==> config.mk <==
export PLATFORM = sky130hd
export DESIGN_NAME = smla_ctrl
export DESIGN_NICKNAME = d
export VERILOG_FILES = /design/src/rtl/smla_pkg.sv /design/src/rtl/smla_ctrl.sv
export SDC_FILE = /design/constraint.sdc
export NUM_CORES = 1
export LEC_CHECK = 0
export BUFFER_PORTS_ARGS = -buffer_cell sky130_fd_sc_hd__buf_4
export CELL_PAD_IN_SITES_DETAIL_PLACEMENT = 0
export CELL_PAD_IN_SITES_GLOBAL_PLACEMENT = 1
export CORE_MARGIN = 8
export CORE_UTILIZATION = 32
export DETAILED_ROUTE_END_ITERATION = 10
export PLACE_DENSITY = 0.85
export SLEW_MARGIN = 5
export SYNTH_ARGS = -nofsm -noshare
export SYNTH_HDL_FRONTEND = slang
export SYNTH_SLANG_ARGS = --single-unit
==> constraint.sdc <==
create_clock -name clk -period 1.6 [get_ports clk]
set_input_delay 0.32 -clock clk [delete_from_list [all_inputs] [get_ports clk]]
set_output_delay 0.32 -clock clk [all_outputs]
set_load 0.03 [all_outputs]
==> src/rtl/smla_pkg.sv <==
// Shared types and constants for the Stokes moment lag accumulator.
// Used by the controller, the datapath and the top level; no dependencies.
package smla_pkg;

    localparam int SAMPLE_BITS = 16;
    localparam int MAX_LAGS    = 16;
    localparam int LAG_W       = 4;
    localparam int N_W         = 5;
    localparam int ACC_W       = 64;
    localparam int CNT_W       = 40;
    localparam int PROD_W      = 2 * SAMPLE_BITS;
    localparam int K_W         = LAG_W + 4;

    localparam logic [1:0] ACT_ACCUM = 2'd0;
    localparam logic [1:0] ACT_READ  = 2'd1;
    localparam logic [1:0] ACT_CLEAR = 2'd2;

    localparam logic [1:0] KIND_VEC   = 2'd0;
    localparam logic [1:0] KIND_OUTER = 2'd1;
    localparam logic [1:0] KIND_LAG   = 2'd2;

    typedef enum logic [3:0] {
        ST_IDLE,
        ST_VEC,
        ST_OUTER,
        ST_OLD_READ,
        ST_OLD_LOAD,
        ST_LAG,
        ST_DRAIN1,
        ST_DRAIN2,
        ST_READ1,
        ST_READ2,
        ST_CLEAR
    } state_t;

    typedef struct packed {
        logic           capture;
        logic           do_vec;
        logic           issue;
        logic           issue_lag;
        logic [K_W-1:0] k;
        logic           ring_oldest;
        logic           load_oldest;
        logic           read_sel;
        logic           load_out;
        logic           clear;
    } cmd_t;

    typedef struct packed {
        logic [N_W-1:0] n;
        logic           do_lag;
        logic           out_busy;
    } status_t;

endpackage

==> src/rtl/smla_ctrl.sv <==
// Sequencer for the Stokes moment lag accumulator.
// Depends on smla_pkg; drives the datapath through cmd_t and reads status_t.
module smla_ctrl (
    input  logic             clk,
    input  logic             rst_n,
    input  logic             in_valid,
    input  logic [1:0]       action,
    input  smla_pkg::status_t status,
    output logic             in_stall,
    output smla_pkg::cmd_t   cmd
);
    import smla_pkg::*;

    state_t         state_reg, state_next;
    logic [K_W-1:0] k_reg, k_next;
    logic [LAG_W-1:0] last_lag;

    assign last_lag = LAG_W'(status.n - N_W'(1));

    // State and step counter
    always_ff @(posedge clk or negedge rst_n)
    begin
        if (!rst_n)
        begin
            state_reg <= ST_IDLE;
            k_reg     <= '0;
        end
        else
        begin
            state_reg <= state_next;
            k_reg     <= k_next;
        end
    end

    // Next state and commands
    always_comb
    begin
        state_next = state_reg;
        k_next     = k_reg;
        cmd        = '0;
        cmd.k      = k_reg;
        in_stall   = 1'b1;
        case (state_reg)
            ST_IDLE:
            begin
                in_stall = 1'b0;
                if (in_valid)
                begin
                    cmd.capture = 1'b1;
                    k_next      = '0;
                    case (action)
                        ACT_ACCUM: state_next = ST_VEC;
                        ACT_READ:  state_next = ST_READ1;
                        ACT_CLEAR: state_next = ST_CLEAR;
                        default:   state_next = ST_IDLE;
                    endcase
                end
            end
            ST_VEC:
            begin
                cmd.do_vec = 1'b1;
                state_next = ST_OUTER;
            end
            ST_OUTER:
            begin
                cmd.issue = 1'b1;
                k_next    = k_reg + K_W'(1);
                if (k_reg[3:0] == 4'hF)
                begin
                    k_next     = '0;
                    state_next = status.do_lag ? ST_OLD_READ : ST_DRAIN1;
                end
            end
            ST_OLD_READ:
            begin
                cmd.ring_oldest = 1'b1;
                state_next      = ST_OLD_LOAD;
            end
            ST_OLD_LOAD:
            begin
                cmd.load_oldest = 1'b1;
                state_next      = ST_LAG;
            end
            ST_LAG:
            begin
                cmd.issue     = 1'b1;
                cmd.issue_lag = 1'b1;
                k_next        = k_reg + K_W'(1);
                if (k_reg[K_W-1:4] == last_lag && k_reg[3:0] == 4'hF)
                begin
                    k_next     = '0;
                    state_next = ST_DRAIN1;
                end
            end
            ST_DRAIN1: state_next = ST_DRAIN2;
            ST_DRAIN2: state_next = ST_IDLE;
            ST_READ1:
            begin
                cmd.read_sel = 1'b1;
                state_next   = ST_READ2;
            end
            ST_READ2:
            begin
                cmd.read_sel = 1'b1;
                if (!status.out_busy)
                begin
                    cmd.load_out = 1'b1;
                    state_next   = ST_IDLE;
                end
            end
            ST_CLEAR:
            begin
                cmd.clear  = 1'b1;
                state_next = ST_IDLE;
            end
            default: state_next = ST_IDLE;
        endcase
    end

endmodule

==> results.toml <==
[status]
outcome = "complete, but fails checks"
violations = "setup timing"

[detailed_routing]
wl_per_cell_um = 13.9
drt_iter0_drc = 34
wl_um = 2800
viasPerCell = 5.08
drc = 0
antenna_left = 0
dr.pass1.iters = 4
dr_total_vias = 1026

[cts]
h-tree-depth = 1
clock-root-buffer = "clkbuf_4"
cts.clk_slew.worst_paths_ns = 0.09
insertion_delay_ns = 0.28
cts_made_buffers = 3
cts_tree = "yes"
clock-sinks = 12
clock_path_buffers = 2

[global_routing]
antenna_found_initial = 0
grt_overflow = 0
grt_pass1_vias = 1006
grt_util_all_layers_pct = 10.5
grt_max_degree = 13
grt_pass1_wl_um = 4400

[placement]
dp_worst_setup_slack_ns = -0.440
hpwl_um = 2150
port-buffer-count = 28
gp_congestion = 0.792
place_area_um2 = 1400

[floorplan]
die_w_um = 69.9
die_y_um = 69.9
initial_core_util_pct = 33.8
pin_count = 30
core_area_um2 = 2760
dieArea_um2 = 4890
fp-row-count = 19

[timing]
fmax_mhz = 571
clock-skew-final_ns = 0.00761
fin_crit_ns = 1.75
hold_ws_ns = 0.398
relSlewSlack_pct = 80.6
tightestPinTransition_ns = 0.289
hold_violations = 0
rsz0062_at_grt = "true"
drv_slew = 0
min_period_over_period_pct = 110
setup_viol = 8
worst_slack_ns = -0.152

[critical_path]
endpoint_kind = "output pin"
path_cells = "buf_4 > nor2b_2 > buf_4 > nor2b_2 > buf_6"
arrival_ns = 1.43
max_stage_delay_ns = 0.45
critPathKind = "reg2out"
start_kind = "flip-flop"
cp_max_fo = 6
required_ns = 1.28
critical_path.top_delay_family = "flip-flops"
cp_num_buf_inv = 3
regToRegSetupSlack_ns = -0.03
critPathSlowestCell = "dfrtp_2"

[synthesis]
synth-edff-count = 0
synth_cell_types = 36
synth_top_area_share_pct = 32.3
yosysSeqAreaShare_pct = 32.3
synth_commonest_cells = "12 x dfrtp_1, 12 x nand2_1, 10 x nor3_1, 10 x o21ai_0, 9 x nor2_1"
synth_area_um2 = 931
ys_seq_elements = 12
syn_inst = 113
synthesis.nets = 130
yosysWarnings = 0
syn_area_per_cell_um2 = 8.24
synth_ff_type = "dfrtp_1"
async_flop_share_pct = 100
synth_area_leaders = "dfrtp_1 32%, ha_1 6.7%, nor3_1 5.4%"
yosys.area.top_type = "dfrtp_1"

[finish]
largest_register_ffs = 8
fill_cells = 224
antennaDiodeCount = 0
final_area_um2 = 1630
syn_to_final_growth_pct = 75.0
finalNetCount = 189
drive_above_1_share_pct = 56.7

[power_and_ir_drop]
vdd_drop_max_v = 0.000957
power_w = 0.00245
power.density_nw_per_um2 = 1500
p_leak_nw = 0.748

[min_path]
worstHoldPathType = "in2async"

[flow_run]
cap_viol_max_count = 0
## routing by layer
metal / part of all wire, % / vias up / track usage, %
met5: 0 / - / 0
met4: 0.68 / 0 / 2.68
met3: 5.8 / 4 / 3.25
met2: 50 / 27 / 18.2
met1: 43 / 470 / 12.3
li1: - / 525 / -
## stage by stage
stage | util (%) | setup TNS [ns] | std cells
CTS | 55.5 | -1.05 | 197
floorplan | - | -0.658 | 113
global placement | 50.8 | -1.41 | 190
global route | 59.1 | -1.26 | 202
finish | 59.1 | -0.524 | 202
detailed placement | 50.8 | -1.88 | 190
## logic make-up after synthesis
family | after synthesis | synth area share (%)
multiplexers | 1 | 1.21
flip-flops | 12 | 32.3
XOR/XNOR | 5 | 6.32
AO/OA/AOI/OAI | 30 | 20.4
buffers and inverters | 11 | 4.84
adder cells (fa/ha/maj) | 5 | 6.72
AND/OR/NAND/NOR | 49 | 28.2
## final cells by class
class | count | area (um^2) | area share (%)
Tap cell | 31 | 38.8 | 2.38
Timing Repair Buffer | 58 | 494 | 30.3
Clock buffer | 4 | 36.3 | 2.23
Inverter | 7 | 31.3 | 1.92
Sequential cell | 12 | 309 | 19.0
Multi-Input combinational cell | 90 | 719 | 44.2
## report_power, final
group / total (W) / switching, W / internal, W / leakage [nW]
logic: 0.00170 / 0.000883 / 0.000820 / 0.576
registers: 0.000489 / 0.0000979 / 0.000391 / 0.151
clock network: 0.000254 / 0.000116 / 0.000139 / 0.0210
## cells in the final DEF (no fill, tap or decap), types with 2 or more instances in the layout
cell | Yosys | layout
a21o_2 | 1 | 2
a21oi_1 | 6 | 5
a22o_2 | 2 | 2
a31oi_1 | 2 | 2
buf_4 | 1 | 42
buf_6 | 0 | 15
clkbuf_4 | 0 | 3
dfrtp_1 | 12 | 5
dfrtp_2 | 0 | 7
ha_1 | 5 | 3
ha_4 | 0 | 2
inv_1 | 7 | 5
inv_4 | 0 | 2
nand2_1 | 12 | 11
nand2b_4 | 0 | 2
nand3_1 | 2 | 2
nor2_1 | 9 | 8
nor2b_1 | 4 | 2
nor2b_2 | 0 | 2
nor3_1 | 10 | 6
nor3_2 | 0 | 2
nor3_4 | 0 | 2
o21ai_0 | 10 | 9
o31ai_1 | 2 | 2
or2_2 | 2 | 2
xnor2_1 | 3 | 3
## timing repair
action,CTS,global route
pin swaps,7,1
buffers inserted,2,5
gates resized for setup,19,18
setup endpoints to repair,13,20
hold buffers,1,0
hold endpoints to repair,12,0
## worst paths after layout
| kind | cells after the start | end | startpoint |
|---|---|---|---|
| setup / recovery | 5 | cmd[0] | state_reg[0]$_DFFE_PN0P_ |
| hold / removal | 2 | k_reg[7]$_DFFE_PN0P_ | rst_n |
| setup reg to reg | 6 | state_reg[0]$_DFFE_PN0P_ | k_reg[1]$_DFFE_PN0P_ |
| hold reg to reg | 1 | k_reg[2]$_DFFE_PN0P_ | k_reg[2]$_DFFE_PN0P_ |
| max in group asynchronous | 2 | state_reg[1]$_DFFE_PN0P_ | rst_n |
| min in group clk | 3 | k_reg[1]$_DFFE_PN0P_ | in_valid |
(Power assumes the default switching activity.)
